==> src/hw/rtl/dsps_pkg.sv <==
// Package for the dual servo pulse generator: item types, command codes, register indexes.
package dsps_pkg;

  localparam int unsigned WidthW = 16;
  localparam int unsigned CodeW  = 4;
  localparam int unsigned AddrW  = 5;
  localparam int unsigned DataW  = 32;
  localparam int unsigned RegIdxW = 3;

  localparam logic [WidthW-1:0] RESET_FRAME_LENGTH = 16'd20000;
  localparam logic [WidthW-1:0] RESET_MIN_WIDTH    = 16'd1000;
  localparam logic [WidthW-1:0] RESET_MAX_WIDTH    = 16'd2000;
  localparam logic [WidthW-1:0] RESET_JOG_STEP     = 16'd110;
  localparam logic [WidthW-1:0] RESET_SLEW_STEP    = 16'd2;
  localparam logic [WidthW-1:0] RESET_POSITION     = 16'd1500;

  localparam logic MODE_TICK    = 1'b0;
  localparam logic MODE_COMMAND = 1'b1;

  localparam logic [CodeW-1:0] CMD_TILT_DOWN = 4'd0;
  localparam logic [CodeW-1:0] CMD_TILT_UP   = 4'd1;
  localparam logic [CodeW-1:0] CMD_TILT_MIN  = 4'd2;
  localparam logic [CodeW-1:0] CMD_TILT_MAX  = 4'd3;
  localparam logic [CodeW-1:0] CMD_PAN_DOWN  = 4'd4;
  localparam logic [CodeW-1:0] CMD_PAN_UP    = 4'd5;
  localparam logic [CodeW-1:0] CMD_PAN_MIN   = 4'd6;
  localparam logic [CodeW-1:0] CMD_PAN_MAX   = 4'd7;

  localparam logic [RegIdxW-1:0] REG_FRAME_LENGTH = 3'd0;
  localparam logic [RegIdxW-1:0] REG_MIN_WIDTH    = 3'd1;
  localparam logic [RegIdxW-1:0] REG_MAX_WIDTH    = 3'd2;
  localparam logic [RegIdxW-1:0] REG_JOG_STEP     = 3'd3;
  localparam logic [RegIdxW-1:0] REG_SLEW_STEP    = 3'd4;

  typedef struct packed {
    logic             mode;
    logic [CodeW-1:0] command;
  } in_item_t;

  typedef struct packed {
    logic              tilt_pin;
    logic              pan_pin;
    logic [WidthW-1:0] tilt_width;
    logic [WidthW-1:0] pan_width;
    logic              bad_command;
  } out_item_t;

endpackage

==> src/hw/rtl/dual_servo_pwm_slew_top.sv <==
// Dual servo pulse generator with slew limit: APB registers, state update, output skid buffer.
//
//  channel | handshake            | payload
//  --------+----------------------+-----------------------------------------------
//  in      | in_valid / in_ready  | in_item: mode, command
//  out     | out_valid/ out_ready | out_item: tilt_pin, pan_pin, tilt_width,
//          |                      |           pan_width, bad_command
//  cfg     | psel/penable/pwrite  | paddr, pwdata, prdata (pready tied high)
//
// One item per cycle while in_ready is high; state updates at the accept edge.
// The result goes to the output register, or to the skid register on a stall.
// A two-entry output stage (result register plus skid register) lets in_ready come
// from a flop; input stalls only when both entries are full.
// Reset is synchronous and restores register defaults, widths 1500 and counter 0.
module dual_servo_pwm_slew_top (
  input  logic                           clk,
  input  logic                           rst,
  input  logic                           in_valid,
  output logic                           in_ready,
  input  dsps_pkg::in_item_t             in_item,
  output logic                           out_valid,
  input  logic                           out_ready,
  output dsps_pkg::out_item_t            out_item,
  input  logic                           psel,
  input  logic                           penable,
  input  logic                           pwrite,
  input  logic [dsps_pkg::AddrW-1:0]     paddr,
  input  logic [dsps_pkg::DataW-1:0]     pwdata,
  output logic [dsps_pkg::DataW-1:0]     prdata,
  output logic                           pready
);
  import dsps_pkg::*;

  logic [WidthW-1:0] frame_length, min_width, max_width, jog_step, slew_step;
  logic [WidthW-1:0] tilt_now, tilt_goal, pan_now, pan_goal, frame_count;
  logic [WidthW-1:0] tilt_now_next, tilt_goal_next, pan_now_next, pan_goal_next;
  logic [WidthW-1:0] frame_count_next;
  logic [RegIdxW-1:0] reg_idx;
  logic               cfg_write;
  logic               in_accept;
  logic               frame_end;
  logic [WidthW:0]    count_inc;
  logic [WidthW-1:0]  tilt_slew, pan_slew, tilt_down, tilt_up, pan_down, pan_up;
  logic               bad;
  out_item_t          result;
  out_item_t          skid_item;
  logic               skid_valid;

  function automatic logic [WidthW-1:0] slew_toward(
    input logic [WidthW-1:0] now,
    input logic [WidthW-1:0] goal,
    input logic [WidthW-1:0] step
  );
    logic [WidthW-1:0] gap_up;
    logic [WidthW-1:0] gap_dn;
    logic [WidthW-1:0] res;
    gap_up = goal - now;
    gap_dn = now - goal;
    if (now < goal) begin
      res = (gap_up < step) ? goal : now + step;
    end else if (now > goal) begin
      res = (gap_dn < step) ? goal : now - step;
    end else begin
      res = now;
    end
    return res;
  endfunction

  function automatic logic [WidthW-1:0] nudge_down(
    input logic [WidthW-1:0] goal,
    input logic [WidthW-1:0] jog,
    input logic [WidthW-1:0] lo
  );
    logic [WidthW:0]   diff;
    logic [WidthW-1:0] res;
    diff = {1'b0, goal} - {1'b0, jog};
    if (diff[WidthW] || (diff[WidthW-1:0] < lo)) begin
      res = lo;
    end else begin
      res = diff[WidthW-1:0];
    end
    return res;
  endfunction

  function automatic logic [WidthW-1:0] nudge_up(
    input logic [WidthW-1:0] goal,
    input logic [WidthW-1:0] jog,
    input logic [WidthW-1:0] hi
  );
    logic [WidthW:0]   sum;
    logic [WidthW-1:0] res;
    sum = {1'b0, goal} + {1'b0, jog};
    if (sum > {1'b0, hi}) begin
      res = hi;
    end else begin
      res = sum[WidthW-1:0];
    end
    return res;
  endfunction

  // configuration port
  assign pready    = 1'b1;
  assign reg_idx   = paddr[AddrW-1:2];
  assign cfg_write = psel && penable && pwrite && pready;

  always_ff @(posedge clk) begin
    if (rst) begin
      frame_length <= RESET_FRAME_LENGTH;
      min_width    <= RESET_MIN_WIDTH;
      max_width    <= RESET_MAX_WIDTH;
      jog_step     <= RESET_JOG_STEP;
      slew_step    <= RESET_SLEW_STEP;
    end else if (cfg_write) begin
      unique case (reg_idx)
        REG_FRAME_LENGTH: frame_length <= pwdata[WidthW-1:0];
        REG_MIN_WIDTH:    min_width    <= pwdata[WidthW-1:0];
        REG_MAX_WIDTH:    max_width    <= pwdata[WidthW-1:0];
        REG_JOG_STEP:     jog_step     <= pwdata[WidthW-1:0];
        REG_SLEW_STEP:    slew_step    <= pwdata[WidthW-1:0];
        default: begin
        end
      endcase
    end
  end

  always_comb begin
    prdata = '0;
    unique case (reg_idx)
      REG_FRAME_LENGTH: prdata = {{(DataW-WidthW){1'b0}}, frame_length};
      REG_MIN_WIDTH:    prdata = {{(DataW-WidthW){1'b0}}, min_width};
      REG_MAX_WIDTH:    prdata = {{(DataW-WidthW){1'b0}}, max_width};
      REG_JOG_STEP:     prdata = {{(DataW-WidthW){1'b0}}, jog_step};
      REG_SLEW_STEP:    prdata = {{(DataW-WidthW){1'b0}}, slew_step};
      default:          prdata = '0;
    endcase
  end

  // item update
  assign in_ready  = !skid_valid;
  assign in_accept = in_valid && in_ready;
  assign count_inc = {1'b0, frame_count} + {{WidthW{1'b0}}, 1'b1};
  assign frame_end = count_inc >= {1'b0, frame_length};

  assign tilt_slew = slew_toward(tilt_now, tilt_goal, slew_step);
  assign pan_slew  = slew_toward(pan_now, pan_goal, slew_step);
  assign tilt_down = nudge_down(tilt_goal, jog_step, min_width);
  assign tilt_up   = nudge_up(tilt_goal, jog_step, max_width);
  assign pan_down  = nudge_down(pan_goal, jog_step, min_width);
  assign pan_up    = nudge_up(pan_goal, jog_step, max_width);

  always_comb begin
    frame_count_next = frame_count;
    tilt_now_next    = tilt_now;
    pan_now_next     = pan_now;
    tilt_goal_next   = tilt_goal;
    pan_goal_next    = pan_goal;
    bad              = 1'b0;
    if (in_item.mode == MODE_TICK) begin
      if (frame_end) begin
        frame_count_next = '0;
        tilt_now_next    = tilt_slew;
        pan_now_next     = pan_slew;
      end else begin
        frame_count_next = count_inc[WidthW-1:0];
      end
    end else begin
      unique case (in_item.command)
        CMD_TILT_DOWN: tilt_goal_next = tilt_down;
        CMD_TILT_UP:   tilt_goal_next = tilt_up;
        CMD_TILT_MIN:  tilt_goal_next = min_width;
        CMD_TILT_MAX:  tilt_goal_next = max_width;
        CMD_PAN_DOWN:  pan_goal_next  = pan_down;
        CMD_PAN_UP:    pan_goal_next  = pan_up;
        CMD_PAN_MIN:   pan_goal_next  = min_width;
        CMD_PAN_MAX:   pan_goal_next  = max_width;
        default:       bad            = 1'b1;
      endcase
    end
    result.tilt_pin    = frame_count < tilt_now;
    result.pan_pin     = frame_count < pan_now;
    result.tilt_width  = tilt_now_next;
    result.pan_width   = pan_now_next;
    result.bad_command = bad;
  end

  always_ff @(posedge clk) begin
    if (rst) begin
      frame_count <= '0;
      tilt_now    <= RESET_POSITION;
      tilt_goal   <= RESET_POSITION;
      pan_now     <= RESET_POSITION;
      pan_goal    <= RESET_POSITION;
    end else if (in_accept) begin
      frame_count <= frame_count_next;
      tilt_now    <= tilt_now_next;
      tilt_goal   <= tilt_goal_next;
      pan_now     <= pan_now_next;
      pan_goal    <= pan_goal_next;
    end
  end

  // output register and skid register
  always_ff @(posedge clk) begin
    if (rst) begin
      out_valid  <= 1'b0;
      skid_valid <= 1'b0;
    end else if (!out_valid || out_ready) begin
      if (skid_valid) begin
        out_valid  <= 1'b1;
        skid_valid <= 1'b0;
      end else begin
        out_valid  <= in_accept;
      end
    end else if (in_accept) begin
      skid_valid <= 1'b1;
    end
  end

  always_ff @(posedge clk) begin
    if (!out_valid || out_ready) begin
      if (skid_valid) begin
        out_item <= skid_item;
      end else if (in_accept) begin
        out_item <= result;
      end
    end else if (in_accept) begin
      skid_item <= result;
    end
  end

  a_skid_needs_out: assert property (@(posedge clk) disable iff (rst)
    skid_valid |-> out_valid)
    else $error("skid entry held while result register empty");

  a_command_keeps_position: assert property (@(posedge clk) disable iff (rst)
    (in_accept && !rst && in_item.mode == MODE_COMMAND) |=>
      ($stable(tilt_now) && $stable(pan_now) && $stable(frame_count)))
    else $error("command item moved a width or the frame counter");

  a_tick_keeps_goals: assert property (@(posedge clk) disable iff (rst)
    (in_accept && !rst && in_item.mode == MODE_TICK) |=>
      ($stable(tilt_goal) && $stable(pan_goal)))
    else $error("tick item changed a target width");

  a_counter_in_frame: assert property (@(posedge clk) disable iff (rst)
    (in_accept && !rst && in_item.mode == MODE_TICK && !frame_end) |=>
      (frame_count < $past(frame_length)))
    else $error("frame counter reached frame length without wrapping");

endmodule
==> config.mk <==
export PLATFORM = sky130hd
export DESIGN_NAME = dual_servo_pwm_slew_top
export DESIGN_NICKNAME = d
export VERILOG_FILES = /design/src/hw/rtl/dsps_pkg.sv /design/src/hw/rtl/dual_servo_pwm_slew_top.sv
export SDC_FILE = /design/constraint.sdc
export NUM_CORES = 1
export LEC_CHECK = 0
export BUFFER_PORTS_ARGS = -buffer_cell sky130_fd_sc_hd__clkbuf_2
export CORE_UTILIZATION = 40
export DETAILED_ROUTE_END_ITERATION = 10
export MAX_ROUTING_LAYER = met4
export SYNTH_ARGS = -nofsm -noshare
export SYNTH_HDL_FRONTEND = slang
export SYNTH_SLANG_ARGS = --single-unit
==> constraint.sdc <==
create_clock -name clk -period 5.9 [get_ports clk]
set_input_delay 0.59 -clock clk [delete_from_list [all_inputs] [get_ports clk]]
set_output_delay 0.59 -clock clk [all_outputs]
set_load 0.02 [all_outputs]
== Word level (Yosys, flattened, before mapping) ==
Index checks and enable logic that the tools add are counted.
Operators by class
  add/subtract/negate cells: 13
  $mul: 0
  divide/modulo/power cells: 0
  order comparisons: 15
  equal/unequal tests: 11
  shift-type cells: 0
  mux-type cells: 25
  bitwise logic cells: 2
  reductions and logical operators: 25
Operators by type and width (number)
  $mux W16: 17
  $lt A16 B16 Y1: 10
  $pmux W16 S4: 2
  $sub A16 B16 Y16: 6
  $pmux W16 S5: 1
  $mux W35: 2
  $add A16 B16 Y17: 2
  $gt A17 B16 Y1: 2
  $sub A16 B16 Y17: 2
  $add A16 B16 Y16: 2
  $gt A16 B16 Y1: 2
  $add A16 B1 Y17 const B: 1
  $ge A17 B16 Y1: 1
  $eq A4 B3 Y1 const B: 4
  $reduce_and A2 Y1: 8
  $eq A4 B2 Y1 const B: 2
  $reduce_bool A4 Y1: 2
  $reduce_or A8 Y1: 1
  $eq A3 B2 Y1 const B: 2
  $reduce_and A3 Y1: 2
  $eq A4 B1 Y1 const B: 1
  $logic_not A4 Y1: 1
  $eq A3 B1 Y1 const B: 1
  $eq A3 B3 Y1 const B: 1
  other kinds (8): 16
Storage, ports and cells
  register bits: 232
  bits in latches: 0
  memory bits (writable): 0
  ROM bits: 0
  input port bits: 49
  output and inout bits: 70
  word-level logic and storage cells: 113
  memories kept: 0

== Longest topological paths before layout ==
Gate-level depths: netlist (run 1).
  word-level depth: 9
  gate-level depth with buffers: 25
  gate-level depth less buffers: 23

== Worst setup path before layout (run 1) ==
Ideal clock, no wire load.
  kind: reg-to-reg
  start point: register tilt_now[1]
  end point: register out_item[29] (netlist name), data pin
  library setup time: 0.260 ns
  arrival time: 4.794 ns
  required time: 5.640 ns
  setup slack: 0.846 ns
  cell stages (with the launch flop): 23
  buffers on the path: 1
  period minus slack after synthesis: 5.054 ns
  cell sequence: dfxtp_1 -> inv_1 -> ha_1 -> nor2b_1 -> o21ai_0 -> a21oi_1 -> o21ai_0 -> a21oi_1 -> o21a_1 -> o21a_1 -> or4b_2 -> o2111ai_1 -> ha_1 -> nand3_1 -> nor2_1 -> a2111o_1 -> a21oi_1 -> a21oi_1 -> clkbuf_1 -> nand2_1 -> a31oi_1 -> o32a_1 -> mux2_2
RTL lines
  from (decl): line dual_servo_pwm_slew_top.sv:35  | logic [WidthW-1:0] tilt_now, tilt_goal, pan_now, pan_goal, frame_count;
  from (signal assigned): line dual_servo_pwm_slew_top.sv:195  | tilt_now <= tilt_now_next;
  to (signal assigned): line dual_servo_pwm_slew_top.sv:222  | out_item <= skid_item;
  to (signal assigned): line dual_servo_pwm_slew_top.sv:224  | out_item <= result;
  to (decl): line dual_servo_pwm_slew_top.sv:23  | output dsps_pkg::out_item_t out_item,

==> metrics.cfg, run 1 <==
[logic_synthesis]
synth-seq-area-share=0.2144
synth_area_per_cell_sq_um=7.815
synth_xor_area_frac=0.05129
synth.distinct_cells=96
synth_edf_count=70
async_flop_share=0
yosys_warnings=0
synth_top_area_cell=ha_1
yosysMostFrequentCell=ha_1
synth_top_family_by_area=compound AO/OA/AOI/OAI gates
synth_mux_area_frac=0.03302
syn_inst=3190
synth.ff_latch_count=232
synth_ff_type=dfxtp_1
yosysTopAreaCellShare=0.1782
synth_fa_ha_area_frac=0.1878
synth.cell_area_sq_um=24930
yosys-top-cells-count=ha_1, nand2_1, a21oi_1
yosys.area_share.simple=0.1712
synth_compound_area_frac=0.2757
synth_area_leaders=ha_1, dfxtp_1, edfxtp_1, a21oi_1, nand2_1

[die]
die_w_um=251.7
start_util=0.4047
fp.coreArea_sq_um=61600
rows=91
die_height_um=251.7
dieArea_sq_um=63330
pin_count=119

[timing]
rsz0062_at_grt=no
slew_headroom=0.3272
maxSlewViolCount=0
min_period_ns=5.581
fin_worst_hold_slack_ns=0.2861
fmaxAchievable_mhz=179.2
finalClockSkew_ns=0.02496
setup_violations=0
finalHoldViolations=0
worst_pin_slew_ns=1.009
period_share=0.9459
tns_ns=0

[cts]
cts_tree=built
postCtsHoldBufs=0
cts_buffer_depth=3
numCtsBuffers=27
cts_root_buffer=clkbuf_16
clock-sinks=232
clock_latency_ns=0.59
clk_pin_slew_ns=0.07
cts.htree.levels=1

[routing]
antenna_left=0
drt_iter0_markers=2765
dr_total_vias=24810
drc=0
wl_per_cell_um=24.53
dr.pass1.iters=6
wl_um=100800
via_per_inst=6.036

[power]
p_switching_w=0.002449
leakagePower_nw=11.84
switching_share=0.4018
p_comb_frac=0.431
pwr-share-seq=0.284
ir_drop_v=0.0001736
pwr-share-clk=0.285
intPower_w=0.003646
power.density_nw_per_um2=221.8

[setup_path]
worst_path_max_delay_cell=o41a_1
cp_cell_sequence=inv_1 > ha_1 > inv_1 > fa_1 > a21o_1 > a21oi_1 > nand2b_1 > a21oi_1 > o211ai_1 > a21oi_1 > a21o_1 > o41a_1 > xor2_1 > ha_1 > nand4_1 > nor4_1 > o41a_1 > nor2_1 > a22o_1 > a2bb2oi_1 > o22ai_1 > mux2_2
cpPeakStageDelay_ns=0.43
crit_top_cell=a21oi_1
path_class=reg -> reg
worstSetupEndpointType=flip-flop
cp_data_required_time_ns=6.22
crit_fanout=7
crit_arrival_ns=5.90
critPathLaunchType=flip-flop

[placed_design]
place_congestion=1.038
port_buffers=83
hpwl_um=81280

[final_layout]
nets=3667
multi_input_area_sq_um=18030
n_fill_cell=6305
areaGrowthSynthToFinish_pct=10.22
drive_gt1_frac=0.1006
register_area_sq_um=5346
fin_util=0.4461

[grt]
gr-total-overflow=0
grt_first_pass_wirelength_um=146700
antenna_found_initial=2
track_usage=0.3185
grt_max_degree=87
grt_pass1_vias=22680

[run_status]
status=complete, no violations

[hold_path]
hold_class=in -> reg

[job]
cap_violations=0

-- flip-flops by register name, indices dropped and copies added, names as in the netlist --
| register | flops |
|---|---|
| frame_length | 16 |
| pan_now | 16 |
| min_width | 16 |
| jog_step | 16 |
| out_item | 35 |
| max_width | 16 |
| slew_step | 16 |
| tilt_now | 16 |
| skid_item | 35 |
| pan_goal | 16 |
| out_valid | 1 |
| frame_count | 16 |
| skid_valid | 1 |
| tilt_goal | 16 |
-- placed cells by master (no fill, tap or decap), drive strengths merged, types with 35 or more instances in the layout --
| master | n |
|---|---|
| nor2b | 43 |
| o21a | 38 |
| edfxtp | 70 |
| inv | 232 |
| mux2 | 40 |
| a31oi | 45 |
| o211ai | 60 |
| a22oi | 39 |
| nor3 | 83 |
| xnor2 | 98 |
| mux2i | 35 |
| dfxtp | 162 |
| buf | 115 |
| nand2 | 351 |
| a21oi | 279 |
| ha | 355 |
| o21ai | 214 |
| nand3 | 41 |
| and3 | 35 |
| clkbuf | 117 |
| a21o | 91 |
| nor2 | 190 |
| xor2 | 48 |
| nand2b | 35 |
-- cell families (layout without fill, tap and decap cells) --
kind of cell	after synthesis	count (layout)
flip-flops	232	232
XOR/XNOR	146	146
other	2	18
multiplexers	76	76
adder cells (fa/ha/maj)	367	367
buffers and inverters	412	479
AO/OA/AOI/OAI	1052	1052
AND/OR/NAND/NOR	903	903
-- through the flow --
stage	power [W]	setup slack (ns)	cell area (sq um)	cells
floorplan	0.003576	0.8463	24990	3205
global placement	0.004293	0.4232	26590	4059
detailed placement	0.004305	0.3553	26590	4059
CTS	0.006035	0.2968	27470	4109
global route	0.006408	0.01866	27480	4110
finish	0.006094	0.3190	27480	4110
-- metal layers --
metal,up-vias,share of wire,track usage
li1,11690,-,-
met1,11840,0.43,0.4162
met2,1075,0.43,0.4800
met5,-,0,-
met4,0,0.057,0.1568
met3,205,0.080,0.04529
-- repair_timing --
action,4_1_cts,5_1_grt
setup buffers,0,0
gates resized for setup,0,5
endpoints found under the setup margin,0,32
-- worst max-delay path: cells and delay by family, from the launching register on --
| kind | cells | cell delay [ns] |
|---|---|---|
| AOI/OAI and AO/OA | 11 | 2.51 |
| and+or+nand+nor | 4 | 0.96 |
| adders and majority gates | 3 | 0.91 |
| DFF | 1 | 0.31 |
| muxes | 1 | 0.30 |
| buffers and inverters | 2 | 0.18 |
| xor gates and xnor gates | 1 | 0.15 |
-- layout make-up --
| cell class | instances | area share |
|---|---|---|
| Multi-Input combinational cell | 2561 | 0.6561 |
| Sequential cell | 232 | 0.1946 |
| Timing Repair Buffer | 197 | 0.04772 |
| Tap cell | 837 | 0.03811 |
| Inverter | 232 | 0.03169 |
| Clock buffer | 35 | 0.02755 |
| Clock inverter | 15 | 0.004234 |
| Antenna cell | 1 | 0.00009106 |
-- power by group through the flow --
stage	Clock (W)	Sequential [W]	Combinational [W]
2_1_floorplan	0	0.00175	0.00183
3_3_place_gp	0	0.00176	0.00253
3_5_place_dp	0	0.00176	0.00254
4_1_cts	0.00175	0.00173	0.00256
5_1_grt	0.00180	0.00173	0.00288
6_report	0.00174	0.00173	0.00263
-- worst paths after layout --
kind                   start               to  slack, ns  cells after the start
max reg2reg     tilt_goal[0]     out_item[17]       0.32                     22
min reg2reg  frame_length[7]  frame_length[7]       0.47                      2
max             tilt_goal[0]     out_item[17]       0.32                     22
min                pwdata[7]  frame_length[7]       0.29                      3
Note: power is estimated with default switching activity, not from simulation.
==> inputs of run 2 (changes only) <==
--- a/config.mk
+++ b/config.mk
@@ -5,6 +5,7 @@
 export SDC_FILE = /design/constraint.sdc
 export NUM_CORES = 1
 export LEC_CHECK = 0
+export ABC_AREA = 1
 export BUFFER_PORTS_ARGS = -buffer_cell sky130_fd_sc_hd__clkbuf_2
 export CORE_UTILIZATION = 40
 export DETAILED_ROUTE_END_ITERATION = 10
==> constraint.sdc (replaced) <==
create_clock -name clk -period 5.8 [get_ports clk]
set_input_delay 0.58 -clock clk [delete_from_list [all_inputs] [get_ports clk]]
set_output_delay 0.58 -clock clk [all_outputs]
set_load 0.02 [all_outputs]
==> metrics.cfg, run 2 <==
[run_status]
status=complete, no violations

[die]
start_util=0.4042
die_w_um=254.5
dieArea_sq_um=64760
die_height_um=254.5
fp.coreArea_sq_um=63080
pin_count=119
rows=92

[setup_path]
endpoint=out_item[22]
worstSetupEndpointType=flip-flop
critPathLaunchType=flip-flop
rrSetupSlack_ns=0.81
crit_fanout=24
crit_arrival_ns=5.40
path_class=reg -> reg
cp_data_required_time_ns=6.21
r2r-end=out_item[22]
reg2reg_from=tilt_now[1]
r2r_cells=20
critPathLaunch=tilt_now[1]

[routing]
drt_iter0_markers=2934
dr_total_vias=25920
dr.pass1.iters=6
antenna_left=0
wl_per_cell_um=20.89
wl_um=97020
via_per_inst=5.582
drc=0

[final_layout]
nets=4191
drive_gt1_frac=0.05848
reg_top3=out_item (35), skid_item (35)
areaGrowthSynthToFinish_pct=7.508
final_common_cell=nand2_1
fin_area_sq_um=27410
fin_util=0.4346
layout_common_cells=nand2_1, inv_1, a21oi_1

[logic_synthesis]
synth_area_per_cell_sq_um=6.740
synth.cell_area_sq_um=25500
async_flop_share=0
yosys_warnings=0
synth.ff_latch_count=232
yosysMostFrequentCell=nand2_1
synth_edf_count=70
synth_top_area_cell=ha_1
syn_inst=3783
synth-seq-area-share=0.2096
synth.distinct_cells=60
yosysTopAreaCellShare=0.1742
yosys-top-cells-count=nand2_1, inv_1, a21oi_1
synth_area_leaders=ha_1, dfxtp_1, nand2_1, a21oi_1, edfxtp_1
synth_ff_type=dfxtp_1

[grt]
grt_first_pass_wirelength_um=145300
gr-total-overflow=0
grt_pass1_vias=23390
track_usage=0.3054
antenna_found_initial=1
grt_max_degree=75

[placed_design]
port_buffers=83
hpwl_um=77260
pre_cts_slack_ns=0.9554
dpl-instance-area_sq_um=26500
place_congestion=1.041

[timing]
worst_pin_slew_ns=1.086
finalHoldViolations=0
period_share=0.8610
setup_violations=0
fmaxAchievable_mhz=200.2
rsz0062_at_grt=no
min_period_ns=4.994
maxSlewViolCount=0
fin_ws_ns=0.8061
tns_ns=0
finalClockSkew_ns=0.01439
slew_headroom=0.2719

[cts]
cts_setup_buffers=0
clock-sinks=232
cts_tree=built
cts_resized=0
cts.htree.levels=1
numCtsBuffers=27
cts_root_buffer=clkbuf_16
postCtsHoldBufs=0
clk_pin_slew_ns=0.06
cts_buffer_depth=3
clock_latency_ns=0.56

[job]
cap_violations=0

[power]
leakagePower_nw=13.25
totalPowerFinal_w=0.006298
ir_drop_v=0.0002329
power.density_nw_per_um2=229.7

[hold_path]
hold_class=in -> reg
whs_path_depth=3

-- run 2: cell families (layout without fill, tap and decap cells) --
kind of cell    count (synthesis)  in the layout  share of synthesized area
simple gates                 1435           1435                     0.2444
fa+ha+maj                     367            367                     0.1836
other cells                     2             19                  0.0002945
compound gates                911            911                     0.2022
xor+xnor                      152            152                    0.05221
flops                         232            232                     0.2096
buf+inv                       684            682                     0.1077
-- run 2: where the power goes --
part / leakage, nW / internal (W) / switching (W) / total (W)
Clock: 0.438 / 0.00101 / 0.000737 / 0.00174
Combinational: 10.9 / 0.000913 / 0.00183 / 0.00274
Sequential: 1.96 / 0.00173 / 0.0000752 / 0.00181
Total: 13.2 / 0.00365 / 0.00264 / 0.00630
-- run 2: worst min-delay path by stage --
stage                     startpoint                to  slack [ns]
finish                      in_valid         out_valid        0.39
global placement     frame_length[6]   frame_length[6]        0.50
CTS                        pwdata[1]       jog_step[1]        0.36
detailed placement      skid_item[7]       out_item[7]        0.50
global route               pwdata[5]      min_width[5]        0.40
floorplan           frame_length[13]  frame_length[13]        0.45
-- run 2: final cells by class --
cell class / count / area [sq um]
fill: 6776 / 35670
multi-input combinational: 2882 / 17500
sequential: 232 / 5345
inverter: 519 / 1948
tap: 846 / 1059
clock buffer: 35 / 745.7
timing repair buffer: 113 / 653.1
clock inverter: 15 / 157.7
antenna: 2 / 5.005
-- run 2: worst max-delay path, cell delays in order (launching register included) --
cell       delay, ns
dfxtp_1         0.55
inv_1           0.28
ha_1            0.38
nand2_1         0.10
inv_1           0.06
a21oi_1         0.28
o221ai_1        0.26
nand2_1         0.12
o2111ai_1       0.12
xor2_1          0.18
ha_1            0.31
nand2_1         0.07
nor2_1          0.15
nand3_1         0.32
nand2_1         0.80
o21ai_0         0.32
nand2_1         0.13
o21ai_1         0.07
nand3_1         0.07
nand2_1         0.13
o21ai_1         0.14
-- run 2: routing by layer --
| metal | global-route usage | share of wire | vias to the layer above |
|---|---|---|---|
| li1 | - | - | 12670 |
| met1 | 0.4256 | 0.45 | 11870 |
| met2 | 0.4527 | 0.42 | 1193 |
| met3 | 0.03286 | 0.083 | 186 |
| met4 | 0.1105 | 0.043 | 0 |
| met5 | - | 0 | - |
-- run 2: metrics by stage --
step / std cells / hold WS [ns]
2_1_floorplan: 3798 / 0.4497
3_3_place_gp: 4592 / 0.4970
3_5_place_dp: 4592 / 0.5011
4_1_cts: 4642 / 0.3636
5_1_grt: 4643 / 0.4031
6_report: 4644 / 0.3912
